**config.mk**
```make
export PLATFORM = sky130hd
export DESIGN_NAME = delta_list_timer_queue_core_flat
export DESIGN_NICKNAME = d
export VERILOG_FILES = /design/src/dltq_pkg.sv /design/src/dltq_if.sv /design/src/dltq_ram.sv /design/src/dltq_ctrl.sv /design/src/dltq_datapath.sv /design/src/delta_list_timer_queue_core.sv /design/src/flat_wrapper.sv
export VERILOG_INCLUDE_DIRS = /design/src /design/src/src
export SDC_FILE = /design/constraint.sdc
export NUM_CORES = 2
export LEC_CHECK = 0
export BUFFER_PORTS_ARGS = -buffer_cell sky130_fd_sc_hd__buf_2
export CAP_MARGIN = 20
export CORE_AREA = 2 2 583 585
export CTS_BUF_LIST = sky130_fd_sc_hd__clkbuf_16
export DETAILED_ROUTE_END_ITERATION = 10
export DIE_AREA = 0 0 585 587
export GPL_ROUTABILITY_DRIVEN = 1
export GPL_TIMING_DRIVEN = 0
export PLACE_DENSITY = 0.73
export SETUP_SLACK_MARGIN = 0.1
export SYNTH_ARGS = -nofsm -noshare
export SYNTH_HDL_FRONTEND = slang
export SYNTH_SLANG_ARGS = --single-unit
```
**constraint.sdc**
```tcl
create_clock -name clock -period 20.5 [get_ports clock]
set_input_delay 1.025 -clock clock [delete_from_list [all_inputs] [get_ports clock]]
set_output_delay 1.025 -clock clock [all_outputs]
set_load 0.01 [all_outputs]
```
**src/delta_list_timer_queue_core_defines.svh**
```systemverilog
// Assertion macros shared by the timer queue RTL.
`ifndef DELTA_LIST_TIMER_QUEUE_CORE_DEFINES_SVH
`define DELTA_LIST_TIMER_QUEUE_CORE_DEFINES_SVH

// Consequent must hold in the cycle after the antecedent.
`define DLTQ_ASSERT_NEXT(lbl, clk, rst, ante, cons) \
   lbl: assert property (@(posedge clk) disable iff (rst) (ante) |=> (cons)) \
      else $error("dltq assertion failed");

// Consequent must hold in the same cycle as the antecedent.
`define DLTQ_ASSERT_NOW(lbl, clk, rst, ante, cons) \
   lbl: assert property (@(posedge clk) disable iff (rst) (ante) |-> (cons)) \
      else $error("dltq assertion failed");

`endif

```
**src/dltq_pkg.sv**
```systemverilog
// Package: types, codes and helpers of the delta-list timer queue.
`default_nettype none
package dltq_pkg;
   localparam int CAPACITY_DEF = 32;
   localparam int WIDE_W = 40;
   localparam int MAX_FIRE = 32;
   localparam int CNT_W = $clog2(MAX_FIRE + 1);

   localparam logic [1:0] REQ_SCHED  = 2'd0;
   localparam logic [1:0] REQ_ADV    = 2'd1;
   localparam logic [1:0] REQ_CANCEL = 2'd2;

   localparam logic [1:0] RSP_SCHED  = 2'd0;
   localparam logic [1:0] RSP_FIRE   = 2'd1;
   localparam logic [1:0] RSP_CANCEL = 2'd2;
   localparam logic [1:0] RSP_FULL   = 2'd3;

   typedef enum logic [17:0] {
      ST_IDLE    = 18'd1,
      ST_S_START = 18'd2,
      ST_S_POP   = 18'd4,
      ST_S_RD    = 18'd8,
      ST_S_CMP   = 18'd16,
      ST_S_FIN1  = 18'd32,
      ST_S_FIN2  = 18'd64,
      ST_A_RD    = 18'd128,
      ST_A_UPD   = 18'd256,
      ST_F_RD    = 18'd512,
      ST_F_POP   = 18'd1024,
      ST_F_NXT   = 18'd2048,
      ST_C_RD    = 18'd4096,
      ST_C_CMP   = 18'd8192,
      ST_C_FIX   = 18'd16384,
      ST_C_LINK  = 18'd32768,
      ST_C_REL   = 18'd65536,
      ST_EMIT    = 18'd131072
   } step_type;

   typedef struct packed {
      step_type step;
   } cmd_type;

   typedef struct packed {
      logic       req_valid;
      logic [1:0] req_type;
      logic       free_nil;
      logic       head_nil;
      logic       cur_nil;
      logic       nx_nil;
      logic       stop;
      logic       match;
      logic       upd_pos;
      logic       res_last;
      logic       out_free;
   } status_type;

   function automatic logic signed [WIDE_W-1:0] ext32_fn(input logic signed [31:0] v);
      return {{(WIDE_W - 32){v[31]}}, v};
   endfunction

   function automatic logic signed [31:0] sat32_fn(input logic signed [WIDE_W-1:0] v);
      if (v > ext32_fn(32'sh7FFFFFFF)) begin
         return 32'sh7FFFFFFF;
      end else if (v < ext32_fn(32'sh80000000)) begin
         return 32'sh80000000;
      end else begin
         return v[31:0];
      end
   endfunction
endpackage
`default_nettype wire

```
**src/dltq_if.sv**
```systemverilog
// Request and response channel interfaces of the timer queue.
`default_nettype none
interface dltq_req_if;
   logic               valid;
   logic               ready;
   logic [1:0]         req_type;
   logic [15:0]        owner_id;
   logic [15:0]        function_id;
   logic signed [31:0] delay_ticks;
   logic [31:0]        argument;
   logic [30:0]        now_time;
   modport source (output valid, req_type, owner_id, function_id, delay_ticks, argument,
                   now_time, input ready);
   modport sink (input valid, req_type, owner_id, function_id, delay_ticks, argument,
                 now_time, output ready);
endinterface

interface dltq_rsp_if;
   logic        valid;
   logic        ready;
   logic [1:0]  resp_kind;
   logic [15:0] out_owner;
   logic [15:0] out_function;
   logic [31:0] out_argument;
   logic [30:0] time_left;
   logic        was_found;
   logic        last_result;
   modport source (output valid, resp_kind, out_owner, out_function, out_argument, time_left,
                   was_found, last_result, input ready);
   modport sink (input valid, resp_kind, out_owner, out_function, out_argument, time_left,
                 was_found, last_result, output ready);
endinterface
`default_nettype wire

```
**src/dltq_ram.sv**
```systemverilog
// Generic single-write, single-read RAM with registered read data.
`default_nettype none
module dltq_ram #(
   parameter int WIDTH = 32,
   parameter int DEPTH = 32
) (
   input  wire logic                     clock,
   input  wire logic                     we,
   input  wire logic [$clog2(DEPTH)-1:0] waddr,
   input  wire logic [WIDTH-1:0]         wdata,
   input  wire logic [$clog2(DEPTH)-1:0] raddr,
   output logic      [WIDTH-1:0]         rdata_ff
);
   logic [WIDTH-1:0] mem [DEPTH];

   always_ff @(posedge clock) begin
      if (we) begin
         mem[waddr] <= wdata;
      end
      rdata_ff <= mem[raddr];
   end
endmodule
`default_nettype wire

```
**src/dltq_ctrl.sv**
```systemverilog
// Controller state machine of the timer queue.
`default_nettype none
module dltq_ctrl (
   input  wire logic                   clock,
   input  wire logic                   reset,
   input  wire dltq_pkg::status_type   status,
   output dltq_pkg::cmd_type           cmd
);
   import dltq_pkg::*;

   step_type state_ff, state_in;

   always_comb begin
      state_in = state_ff;
      unique case (state_ff)
         ST_IDLE: begin
            if (status.req_valid) begin
               case (status.req_type)
                  REQ_SCHED:  state_in = ST_S_START;
                  REQ_ADV:    state_in = ST_A_RD;
                  REQ_CANCEL: state_in = ST_C_RD;
                  default:    state_in = ST_IDLE;
               endcase
            end
         end
         ST_S_START: state_in = status.free_nil ? ST_EMIT : ST_S_POP;
         ST_S_POP:   state_in = ST_S_RD;
         ST_S_RD:    state_in = status.cur_nil ? ST_S_FIN1 : ST_S_CMP;
         ST_S_CMP:   state_in = status.stop ? ST_S_FIN1 : ST_S_RD;
         ST_S_FIN1:  state_in = ST_S_FIN2;
         ST_S_FIN2:  state_in = ST_EMIT;
         ST_A_RD:    state_in = status.head_nil ? ST_IDLE : ST_A_UPD;
         ST_A_UPD:   state_in = status.upd_pos ? ST_IDLE : ST_F_RD;
         ST_F_RD:    state_in = ST_F_POP;
         ST_F_POP:   state_in = status.nx_nil ? ST_EMIT : ST_F_NXT;
         ST_F_NXT:   state_in = ST_EMIT;
         ST_C_RD:    state_in = status.cur_nil ? ST_EMIT : ST_C_CMP;
         ST_C_CMP: begin
            if (!status.match) begin
               state_in = ST_C_RD;
            end else begin
               state_in = status.nx_nil ? ST_C_LINK : ST_C_FIX;
            end
         end
         ST_C_FIX:   state_in = ST_C_LINK;
         ST_C_LINK:  state_in = ST_C_REL;
         ST_C_REL:   state_in = ST_EMIT;
         ST_EMIT: begin
            if (status.out_free) begin
               state_in = status.res_last ? ST_IDLE : ST_F_RD;
            end
         end
         default:    state_in = ST_IDLE;
      endcase
   end

   always_ff @(posedge clock) begin
      if (reset) begin
         state_ff <= ST_IDLE;
      end else begin
         state_ff <= state_in;
      end
   end

   assign cmd.step = state_ff;
endmodule
`default_nettype wire

```
**src/dltq_datapath.sv**
```systemverilog
// Datapath of the timer queue: entry memories, list pointers, arithmetic, output register.
`default_nettype none
module dltq_datapath #(
   parameter int CAPACITY = dltq_pkg::CAPACITY_DEF
) (
   input  wire logic                 clock,
   input  wire logic                 reset,
   input  wire dltq_pkg::cmd_type    cmd,
   output dltq_pkg::status_type      status,
   dltq_req_if.sink                  req_bus,
   dltq_rsp_if.source                rsp_bus
);
   import dltq_pkg::*;

   localparam int IW = $clog2(CAPACITY);
   localparam int PW = $clog2(CAPACITY + 1);
   localparam logic [PW-1:0] NIL = PW'(CAPACITY);
   localparam logic signed [WIDE_W-1:0] TL_MAX = ext32_fn(32'sh7FFFFFFF);

   // list control
   logic [PW-1:0] head_ff, head_in, free_ff, free_in, cur_ff, cur_in, prev_ff, prev_in;
   logic [PW-1:0] e_ff, e_in, nx_ff, nx_in;
   logic [CNT_W-1:0] n_ff, n_in;
   logic [30:0] last_ff, last_in;
   logic [CAPACITY-1:0] lvld_ff, lvld_in;
   logic out_valid_ff, out_valid_in;
   logic res_last_ff, res_last_in;

   // working payload
   logic signed [WIDE_W-1:0] delay_ff, delay_in, sum_ff, sum_in;
   logic signed [31:0] dcur_ff, dcur_in, hd_ff, hd_in;
   logic [15:0] own_ff, own_in, fn_ff, fn_in;
   logic [31:0] arg_ff, arg_in;
   logic [30:0] now_ff, now_in;
   logic [1:0] res_kind_ff, res_kind_in;
   logic [63:0] res_pay_ff, res_pay_in;
   logic [30:0] res_left_ff, res_left_in;
   logic res_found_ff, res_found_in;
   logic [IW-1:0] lrd_idx_ff;

   // memory ports
   logic d_we, l_we, p_we;
   logic [IW-1:0] d_waddr, l_waddr, p_waddr, d_raddr, l_raddr, p_raddr;
   logic signed [31:0] d_wdata;
   logic [31:0] d_rdata;
   logic [PW-1:0] l_wdata, l_rdata, link_rd;
   logic [63:0] p_wdata, p_rdata;

   logic accept, out_free;
   logic signed [31:0] d_rd, nd_a, nd_f;
   logic signed [WIDE_W-1:0] d_ext, elapsed;

   dltq_ram #(.WIDTH(32), .DEPTH(CAPACITY)) u_delta_ram (
      .clock(clock), .we(d_we), .waddr(d_waddr), .wdata(d_wdata),
      .raddr(d_raddr), .rdata_ff(d_rdata)
   );
   dltq_ram #(.WIDTH(PW), .DEPTH(CAPACITY)) u_link_ram (
      .clock(clock), .we(l_we), .waddr(l_waddr), .wdata(l_wdata),
      .raddr(l_raddr), .rdata_ff(l_rdata)
   );
   dltq_ram #(.WIDTH(64), .DEPTH(CAPACITY)) u_pay_ram (
      .clock(clock), .we(p_we), .waddr(p_waddr), .wdata(p_wdata),
      .raddr(p_raddr), .rdata_ff(p_rdata)
   );

   assign req_bus.ready = (cmd.step == ST_IDLE);
   assign accept = req_bus.valid && req_bus.ready;
   assign out_free = !out_valid_ff || rsp_bus.ready;

   // unwritten links read as the reset free chain
   assign link_rd = lvld_ff[lrd_idx_ff] ? l_rdata :
                    ((lrd_idx_ff == IW'(CAPACITY - 1)) ? NIL : (PW'(lrd_idx_ff) + PW'(1)));
   assign d_rd = d_rdata;
   assign d_ext = ext32_fn(d_rd);
   assign elapsed = (last_ff == 31'd0) ? '0 :
                    (WIDE_W'(now_ff) - WIDE_W'(last_ff));
   assign nd_a = sat32_fn(d_ext - elapsed);
   assign nd_f = (hd_ff < 0) ? sat32_fn(d_ext + ext32_fn(hd_ff)) : d_rd;

   always_comb begin
      status.req_valid = req_bus.valid;
      status.req_type  = req_bus.req_type;
      status.free_nil  = (free_ff == NIL);
      status.head_nil  = (head_ff == NIL);
      status.cur_nil   = (cur_ff == NIL);
      status.nx_nil    = (link_rd == NIL);
      status.stop      = (d_ext >= delay_ff);
      status.match     = (p_rdata[63:48] == own_ff) && (p_rdata[47:32] == fn_ff);
      status.upd_pos   = (nd_a > 0);
      status.res_last  = res_last_ff;
      status.out_free  = out_free;
   end

   always_comb begin
      head_in = head_ff; free_in = free_ff; cur_in = cur_ff; prev_in = prev_ff;
      e_in = e_ff; nx_in = nx_ff; n_in = n_ff; last_in = last_ff; lvld_in = lvld_ff;
      out_valid_in = out_valid_ff; res_last_in = res_last_ff;
      delay_in = delay_ff; sum_in = sum_ff; dcur_in = dcur_ff; hd_in = hd_ff;
      own_in = own_ff; fn_in = fn_ff; arg_in = arg_ff; now_in = now_ff;
      res_kind_in = res_kind_ff; res_pay_in = res_pay_ff; res_left_in = res_left_ff;
      res_found_in = res_found_ff;
      d_we = 1'b0; d_waddr = cur_ff[IW-1:0]; d_wdata = d_rd;
      l_we = 1'b0; l_waddr = cur_ff[IW-1:0]; l_wdata = free_ff;
      p_we = 1'b0; p_waddr = free_ff[IW-1:0]; p_wdata = {own_ff, fn_ff, arg_ff};
      d_raddr = cur_ff[IW-1:0]; l_raddr = cur_ff[IW-1:0]; p_raddr = cur_ff[IW-1:0];

      if (rsp_bus.ready) begin
         out_valid_in = 1'b0;
      end

      unique case (cmd.step)
         ST_IDLE: begin
            if (accept) begin
               own_in = req_bus.owner_id;
               fn_in = req_bus.function_id;
               arg_in = req_bus.argument;
               now_in = req_bus.now_time;
               delay_in = req_bus.delay_ticks[31] ? '0 : ext32_fn(req_bus.delay_ticks);
               cur_in = head_ff;
               prev_in = NIL;
               sum_in = '0;
               n_in = '0;
            end
         end
         ST_S_START: begin
            l_raddr = free_ff[IW-1:0];
            res_kind_in = RSP_FULL; res_pay_in = '0; res_left_in = '0;
            res_found_in = 1'b0; res_last_in = 1'b1;
         end
         ST_S_POP: begin
            e_in = free_ff;
            free_in = link_rd;
            p_we = 1'b1;
         end
         ST_S_RD: ;
         ST_S_CMP: begin
            if (status.stop) begin
               d_we = 1'b1;
               d_wdata = sat32_fn(d_ext - delay_ff);
            end else begin
               delay_in = delay_ff - d_ext;
               prev_in = cur_ff;
               cur_in = link_rd;
            end
         end
         ST_S_FIN1: begin
            d_we = 1'b1; d_waddr = e_ff[IW-1:0]; d_wdata = sat32_fn(delay_ff);
            l_we = 1'b1; l_waddr = e_ff[IW-1:0]; l_wdata = cur_ff;
         end
         ST_S_FIN2: begin
            if (prev_ff != NIL) begin
               l_we = 1'b1; l_waddr = prev_ff[IW-1:0]; l_wdata = e_ff;
            end else begin
               head_in = e_ff;
            end
            res_kind_in = RSP_SCHED; res_pay_in = '0; res_left_in = '0;
            res_found_in = 1'b0; res_last_in = 1'b1;
         end
         ST_A_RD: begin
            d_raddr = head_ff[IW-1:0];
            if (status.head_nil) begin
               last_in = now_ff;
            end
         end
         ST_A_UPD: begin
            d_we = 1'b1; d_waddr = head_ff[IW-1:0]; d_wdata = nd_a;
            hd_in = nd_a;
            last_in = now_ff;
         end
         ST_F_RD: begin
            l_raddr = head_ff[IW-1:0];
            p_raddr = head_ff[IW-1:0];
         end
         ST_F_POP: begin
            l_we = 1'b1; l_waddr = head_ff[IW-1:0]; l_wdata = free_ff;
            free_in = head_ff;
            head_in = link_rd;
            d_raddr = link_rd[IW-1:0];
            res_kind_in = RSP_FIRE; res_pay_in = p_rdata; res_left_in = '0;
            res_found_in = 1'b0; res_last_in = (link_rd == NIL);
         end
         ST_F_NXT: begin
            d_we = 1'b1; d_waddr = head_ff[IW-1:0]; d_wdata = nd_f;
            hd_in = nd_f;
            res_last_in = (nd_f > 0) || (n_ff == CNT_W'(MAX_FIRE - 1));
         end
         ST_C_RD: begin
            res_kind_in = RSP_CANCEL; res_pay_in = '0; res_left_in = '0;
            res_found_in = 1'b0; res_last_in = 1'b1;
         end
         ST_C_CMP: begin
            sum_in = sum_ff + d_ext;
            if (status.match) begin
               nx_in = link_rd;
               dcur_in = d_rd;
               d_raddr = link_rd[IW-1:0];
            end else begin
               prev_in = cur_ff;
               cur_in = link_rd;
            end
         end
         ST_C_FIX: begin
            d_we = 1'b1; d_waddr = nx_ff[IW-1:0];
            d_wdata = sat32_fn(d_ext + ext32_fn(dcur_ff));
         end
         ST_C_LINK: begin
            if (prev_ff != NIL) begin
               l_we = 1'b1; l_waddr = prev_ff[IW-1:0]; l_wdata = nx_ff;
            end else begin
               head_in = nx_ff;
            end
         end
         ST_C_REL: begin
            l_we = 1'b1; l_waddr = cur_ff[IW-1:0]; l_wdata = free_ff;
            free_in = cur_ff;
            res_kind_in = RSP_CANCEL; res_pay_in = '0; res_found_in = 1'b1;
            res_last_in = 1'b1;
            if (sum_ff < 0) begin
               res_left_in = '0;
            end else if (sum_ff > TL_MAX) begin
               res_left_in = 31'h7FFFFFFF;
            end else begin
               res_left_in = sum_ff[30:0];
            end
         end
         ST_EMIT: begin
            if (out_free) begin
               out_valid_in = 1'b1;
               n_in = n_ff + CNT_W'(1);
            end
         end
         default: ;
      endcase

      if (l_we) begin
         lvld_in[l_waddr] = 1'b1;
      end
   end

   always_ff @(posedge clock) begin
      if (reset) begin
         head_ff <= NIL;
         free_ff <= '0;
         cur_ff <= NIL;
         prev_ff <= NIL;
         e_ff <= NIL;
         nx_ff <= NIL;
         n_ff <= '0;
         last_ff <= '0;
         lvld_ff <= '0;
         out_valid_ff <= 1'b0;
         res_last_ff <= 1'b0;
      end else begin
         head_ff <= head_in;
         free_ff <= free_in;
         cur_ff <= cur_in;
         prev_ff <= prev_in;
         e_ff <= e_in;
         nx_ff <= nx_in;
         n_ff <= n_in;
         last_ff <= last_in;
         lvld_ff <= lvld_in;
         out_valid_ff <= out_valid_in;
         res_last_ff <= res_last_in;
      end
   end

   always_ff @(posedge clock) begin
      delay_ff <= delay_in;
      sum_ff <= sum_in;
      dcur_ff <= dcur_in;
      hd_ff <= hd_in;
      own_ff <= own_in;
      fn_ff <= fn_in;
      arg_ff <= arg_in;
      now_ff <= now_in;
      res_kind_ff <= res_kind_in;
      res_pay_ff <= res_pay_in;
      res_left_ff <= res_left_in;
      res_found_ff <= res_found_in;
      lrd_idx_ff <= l_raddr;
      if (cmd.step == ST_EMIT && out_free) begin
         rsp_bus.resp_kind <= res_kind_ff;
         rsp_bus.out_owner <= res_pay_ff[63:48];
         rsp_bus.out_function <= res_pay_ff[47:32];
         rsp_bus.out_argument <= res_pay_ff[31:0];
         rsp_bus.time_left <= res_left_ff;
         rsp_bus.was_found <= res_found_ff;
         rsp_bus.last_result <= res_last_ff;
      end
   end

   assign rsp_bus.valid = out_valid_ff;
endmodule
`default_nettype wire

```
**src/delta_list_timer_queue_core.sv**
```systemverilog
// Delta-list timer queue: pending callbacks sorted by due time in a fixed entry pool.
// req_bus carries one request per beat: schedule, advance (fire due entries) or cancel.
// rsp_bus returns the results of a request; last_result marks its final beat.
// Schedule answers one beat (scheduled, or rejected when the pool is full); cancel answers
// one beat with the time left and a found flag; advance returns one beat per fired entry
// (at most 32) or none. Unknown request types are taken and dropped.
// One request is worked at a time; req_bus.ready is high only while the sequencer is idle.
// Schedule: take a free entry, walk the list (a read and a compare per entry passed before
// the insert point), then write the new entry and link it in; a full pool skips to its beat.
// Cancel: walk the list with a read and a compare per entry up to the match, fix the next
// delta (skipped when the match is the tail), relink and release; a miss ends at the tail.
// Advance: read and update the head delta (nothing more on an empty queue or when nothing
// is due), then per fired entry a read, a pop and, unless it is the tail, a next-delta fix.
// The pace is set by the list walk: each hop reads the delta and link memories, whose
// read is registered, so the next address is known only once the read data is back.
// The result sits in an output register; while rsp_bus is stalled the sequencer waits at
// its next result, and a new request is taken as soon as the last result is registered.
// Reset (synchronous) empties the queue and rebuilds the free list at once through
// per-entry link valid bits; no clearing pass is needed.
`default_nettype none
`include "delta_list_timer_queue_core_defines.svh"
module delta_list_timer_queue_core #(
   parameter int CAPACITY = dltq_pkg::CAPACITY_DEF
) (
   input  wire logic   clock,
   input  wire logic   reset,
   dltq_req_if.sink    req_bus,
   dltq_rsp_if.source  rsp_bus
);
   import dltq_pkg::*;

   cmd_type    cmd;
   status_type status;
   logic       req_taken;
   logic       emit_go;
   logic       rsp_single;

   dltq_ctrl u_ctrl (
      .clock(clock), .reset(reset), .status(status), .cmd(cmd)
   );

   dltq_datapath #(.CAPACITY(CAPACITY)) u_datapath (
      .clock(clock), .reset(reset), .cmd(cmd), .status(status),
      .req_bus(req_bus), .rsp_bus(rsp_bus)
   );

   assign req_taken = req_bus.valid && req_bus.ready && (req_bus.req_type <= REQ_CANCEL);
   assign emit_go = (cmd.step == ST_EMIT) && status.out_free;
   assign rsp_single = rsp_bus.valid && (rsp_bus.resp_kind != RSP_FIRE);

   `DLTQ_ASSERT_NEXT(a_one_at_a_time, clock, reset, req_taken, !req_bus.ready)
   `DLTQ_ASSERT_NEXT(a_emit_loads, clock, reset, emit_go, rsp_bus.valid)
   `DLTQ_ASSERT_NOW(a_single_beat_last, clock, reset, rsp_single, rsp_bus.last_result)
endmodule
`default_nettype wire
```
**src/flat_wrapper.sv**
```systemverilog
// flat-port wrapper written by rule: the top's interface ports become plain ports
module delta_list_timer_queue_core_flat import dltq_pkg::*;
#(
   parameter int CAPACITY = dltq_pkg::CAPACITY_DEF
)
  (clock, reset, req_bus_valid, req_bus_req_type, req_bus_owner_id, req_bus_function_id, req_bus_delay_ticks, req_bus_argument, req_bus_now_time, req_bus_ready, rsp_bus_valid, rsp_bus_resp_kind, rsp_bus_out_owner, rsp_bus_out_function, rsp_bus_out_argument, rsp_bus_time_left, rsp_bus_was_found, rsp_bus_last_result, rsp_bus_ready);
  dltq_req_if req_bus_i ();
  dltq_rsp_if rsp_bus_i ();
  input  wire logic clock;
  input  wire logic reset;
  input wire logic [$bits(req_bus_i.valid)-1:0] req_bus_valid;
  input wire logic [$bits(req_bus_i.req_type)-1:0] req_bus_req_type;
  input wire logic [$bits(req_bus_i.owner_id)-1:0] req_bus_owner_id;
  input wire logic [$bits(req_bus_i.function_id)-1:0] req_bus_function_id;
  input wire logic [$bits(req_bus_i.delay_ticks)-1:0] req_bus_delay_ticks;
  input wire logic [$bits(req_bus_i.argument)-1:0] req_bus_argument;
  input wire logic [$bits(req_bus_i.now_time)-1:0] req_bus_now_time;
  output wire logic [$bits(req_bus_i.ready)-1:0] req_bus_ready;
  output wire logic [$bits(rsp_bus_i.valid)-1:0] rsp_bus_valid;
  output wire logic [$bits(rsp_bus_i.resp_kind)-1:0] rsp_bus_resp_kind;
  output wire logic [$bits(rsp_bus_i.out_owner)-1:0] rsp_bus_out_owner;
  output wire logic [$bits(rsp_bus_i.out_function)-1:0] rsp_bus_out_function;
  output wire logic [$bits(rsp_bus_i.out_argument)-1:0] rsp_bus_out_argument;
  output wire logic [$bits(rsp_bus_i.time_left)-1:0] rsp_bus_time_left;
  output wire logic [$bits(rsp_bus_i.was_found)-1:0] rsp_bus_was_found;
  output wire logic [$bits(rsp_bus_i.last_result)-1:0] rsp_bus_last_result;
  input wire logic [$bits(rsp_bus_i.ready)-1:0] rsp_bus_ready;
  assign req_bus_i.valid = req_bus_valid;
  assign req_bus_i.req_type = req_bus_req_type;
  assign req_bus_i.owner_id = req_bus_owner_id;
  assign req_bus_i.function_id = req_bus_function_id;
  assign req_bus_i.delay_ticks = req_bus_delay_ticks;
  assign req_bus_i.argument = req_bus_argument;
  assign req_bus_i.now_time = req_bus_now_time;
  assign req_bus_ready = req_bus_i.ready;
  assign rsp_bus_valid = rsp_bus_i.valid;
  assign rsp_bus_resp_kind = rsp_bus_i.resp_kind;
  assign rsp_bus_out_owner = rsp_bus_i.out_owner;
  assign rsp_bus_out_function = rsp_bus_i.out_function;
  assign rsp_bus_out_argument = rsp_bus_i.out_argument;
  assign rsp_bus_time_left = rsp_bus_i.time_left;
  assign rsp_bus_was_found = rsp_bus_i.was_found;
  assign rsp_bus_last_result = rsp_bus_i.last_result;
  assign rsp_bus_i.ready = rsp_bus_ready;
  delta_list_timer_queue_core #(.CAPACITY(CAPACITY)) u_core (.clock(clock), .reset(reset), .req_bus(req_bus_i), .rsp_bus(rsp_bus_i));
endmodule
```
==> out/qor.yml <==
layout:
  syn_to_final_growth_pct: 14.8
  n_fill_cell: 26638
  final_cells: 19468
  fin_nets: 14959
  drive_above_1_share_pct: 8.81
logic_synthesis:
  synth.avg_cell_area_um2: 12.2
  seq_area_frac_synth_pct: 69.0
  ys_ff_latch: 3932
  synth_edf_count: 3700
  synth_most_common_cell: "edfxtp_1"
  synth_cells: 13710
  synth_nets: 14103
  synth.distinct_cells: 96
  ys_warn_count: 0
  synth_commonest_cells: "3700 x edfxtp_1, 3634 x nand2_1, 680 x clkbuf_1"
  ys.flop_type: "edfxtp_1"
  yosysTopAreaCell: "edfxtp_1"
  synth_area_leaders: "edfxtp_1 66%, nand2_1 8.1%, dfxtp_1 2.8%"
  synthArstFlopShare_pct: 0
  syn_area_um2: 168000
  yosysTopAreaCellShare_pct: 66.2
sta:
  setup_viol: 0
  relSlewSlack_pct: 13.2
  grt_setup_unrepaired: "no"
  maxSlewViolCount: 0
  fin_crit_ns: 8.95
  tightestPinTransition_ns: 1.30
  finalHoldViolCount: 0
  max_freq_mhz: 112
  final.setup.worst_slack_ns: 11.55
  totalNegativeSetupSlack_ns: 0
  fin_skew_ns: 0.105
  finalCritPeriodShare_pct: 43.6
pwr:
  switchingPower_mw: 3.83
  p_comb_share_pct: 4.9
  power_mw: 16.9
  clockPowerShare_pct: 41.8
  powerDensity_nw_per_um2: 88.0
  seqPwrFrac_pct: 53.3
  ir_drop_v: 0.0000871
  p_sw_share_pct: 22.6
  p_int_mw: 13.1
  p_leak_nw: 68.4
setup_path:
  crit_arrival_ns: 9.72
  rr_worst_depth: 29
  critPathSlowestCell: "o22a_1"
  required_ns: 21.27
  crit_type: "reg -> reg"
  cp.depth: 29
  startpoint_type: "flip-flop"
  path_delay_family: "compound AO/OA/AOI/OAI gates"
  cpMostUsedCell: "a21oi_1"
  cp_num_buf_inv: 5
  critPathMaxFanout: 17
  slowest_delay_ns: 0.86
  end_kind: "flip-flop"
placement:
  gp_congestion: 0.979
  numPortBuffers: 233
  placed_cells: 18681
  dpl.hpwl_um: 388000
  preCtsSetupSlack_ns: 11.65
cts:
  post-cts-setup-buffer-count: 0
  cts_tree: "yes"
  htree_num_levels: 5
  clk_pin_slew_ns: 0.06
  cts_buffers: 391
  cts_num_sinks: 3932
  cts_hold_buf: 0
  cts-resized-gates: 0
  insertion_delay_ns: 1.04
  clk_path_buf_depth: 4
  ctsRootBufferMaster: "clkbuf_16"
run_status:
  status: "finished, final reports clean"
floorplanning:
  rows: 214
  pin_count: 234
  coreArea_um2: 338000
  die_h_um: 587
  die_width_um: 585
  die_area_um2: 343000
  start_util_pct: 49.6
global_routing:
  grt_max_degree: 67
  grt_pass1_vias: 113439
  grt_overflow_total: 0
  grt.total_usage_pct: 30.6
  antenna_found_initial: 45
  grt_first_pass_wirelength_um: 772000
detailed_routing:
  ant_nets: 0
  drtIter0Drc: 18333
  avgViaCountPerCell: 6.23
  dr.pass1.iters: 8
  drc: 0
  drt-total-wl_um: 543000
  vias: 121335
  wl_per_cell_um: 27.9
flow_run:
  maxCapViolations: 0
worst_hold_path:
  hold_path_depth: 1
  min_path_type: "in -> reg"
cell usage in the layout, fill, tap and decap left out, types with 131 or more instances in the layout:
master     instances
buf_2            356
nand3_1          626
a21oi_1          451
and3_1           588
o21ai_0          182
inv_1            267
o22ai_1          131
nor2_1           362
a21o_1           212
clkbuf_16        401
a31oi_1          441
a311oi_1         403
xnor2_1          153
nand2_1         3631
edfxtp_1        3700
clkbuf_1         666
ha_1             253
dfxtp_1          231
cells by family (layout without fill, tap and decap cells):
family,Yosys count,after routing,synth area share [%]
AO/OA/AOI/OAI,2364,2364,9.64
XOR/XNOR,237,237,1.24
adder cells (fa/ha/maj),274,274,2.05
buffers and inverters,1046,2240,2.46
flip-flops,3932,3932,69.0
multiplexers,50,50,0.385
other,0,28,0
AND/OR/NAND/NOR,5807,5807,15.2
metrics by stage:
stage / util, % / area (um^2) / hold WS (ns)
2_1_floorplan: - / 168000 / 0.400
6_report: 57.0 / 193000 / 0.181
3_5_place_dp: 53.1 / 179000 / 0.405
5_1_grt: 57.0 / 193000 / 0.164
4_1_cts: 56.8 / 192000 / 0.137
3_3_place_gp: 51.7 / 175000 / 0.401
registers in the layout, summed over array words and instances, names as in the netlist, 40 cells and up:
signal / flops
u_core.u_datapath.delay_ff: 40
u_core.u_datapath.res_pay_ff: 64
u_core.u_datapath.sum_ff: 40
u_core.u_datapath.u_delta_ram.mem: 1024
u_core.u_datapath.u_link_ram.mem: 192
u_core.u_datapath.u_pay_ram.mem: 2048
u_core.u_datapath.u_pay_ram.rdata_ff: 64
worst reg2reg max path, delay by kind of cell (launching register included):
family / cells / cell delay [ns]
XOR/XNOR: 1 / 0.18
adder cells (fa/ha/maj): 2 / 0.67
buffers and inverters: 5 / 1.44
AO/OA/AOI/OAI: 17 / 5.22
AND/OR/NAND/NOR: 3 / 0.33
multiplexers: 1 / 0.41
flip-flops: 1 / 0.46
worst paths after layout:
kind | from | endpoint | slack (ns)
worst max-delay path | u_core.u_datapath.last_ff[1]$_SDFFE_PP0P_ | u_core.u_datapath.u_delta_ram.mem[12][1]$_DFFE_PP_ | 11.55
worst min-delay path | req_bus_function_id[12] | u_core.u_datapath.fn_ff[12]$_DFFE_PP_ | 0.18
worst max register to register | u_core.u_datapath.last_ff[1]$_SDFFE_PP0P_ | u_core.u_datapath.u_delta_ram.mem[12][1]$_DFFE_PP_ | 11.55
worst min register to register | u_core.u_datapath.res_pay_ff[12]$_SDFFCE_PP0P_ | u_core.u_datapath.rsp_bus.out_argument[12]$_DFFE_PP_ | 0.42
power groups by stage:
| stage | clock network (mW) | logic [mW] | registers (mW) |
|---|---|---|---|
| floorplan | 0 | 0.470 | 9.16 |
| CTS | 7.10 | 0.735 | 9.07 |
| finish | 7.09 | 0.827 | 9.03 |
| global placement | 0 | 0.700 | 9.25 |
| global route | 7.41 | 0.880 | 9.04 |
| detailed placement | 0 | 0.730 | 9.24 |
final cells by class:
class                           count  area, um^2  area share, %
Sequential cell                  3932      116000           60.1
Tap cell                         4536        5680           2.95
Timing Repair Buffer              463        5600           2.91
Antenna cell                       28        70.1         0.0364
Multi-Input combinational cell   8732       48700           25.3
Inverter                          178         673          0.350
Buffer                            868        3470           1.80
Clock inverter                    330        2550           1.33
Clock buffer                      401       10000           5.21
metal layers:
metal,vias to the layer above,wire length [um],global-route usage (%)
li1,52573,-,-
met1,59242,206000,42.3
met2,8224,236000,45.4
met3,1278,71000,7.50
met4,18,29400,14.8
met5,-,107,0
Power figures use the tool's default switching activity.
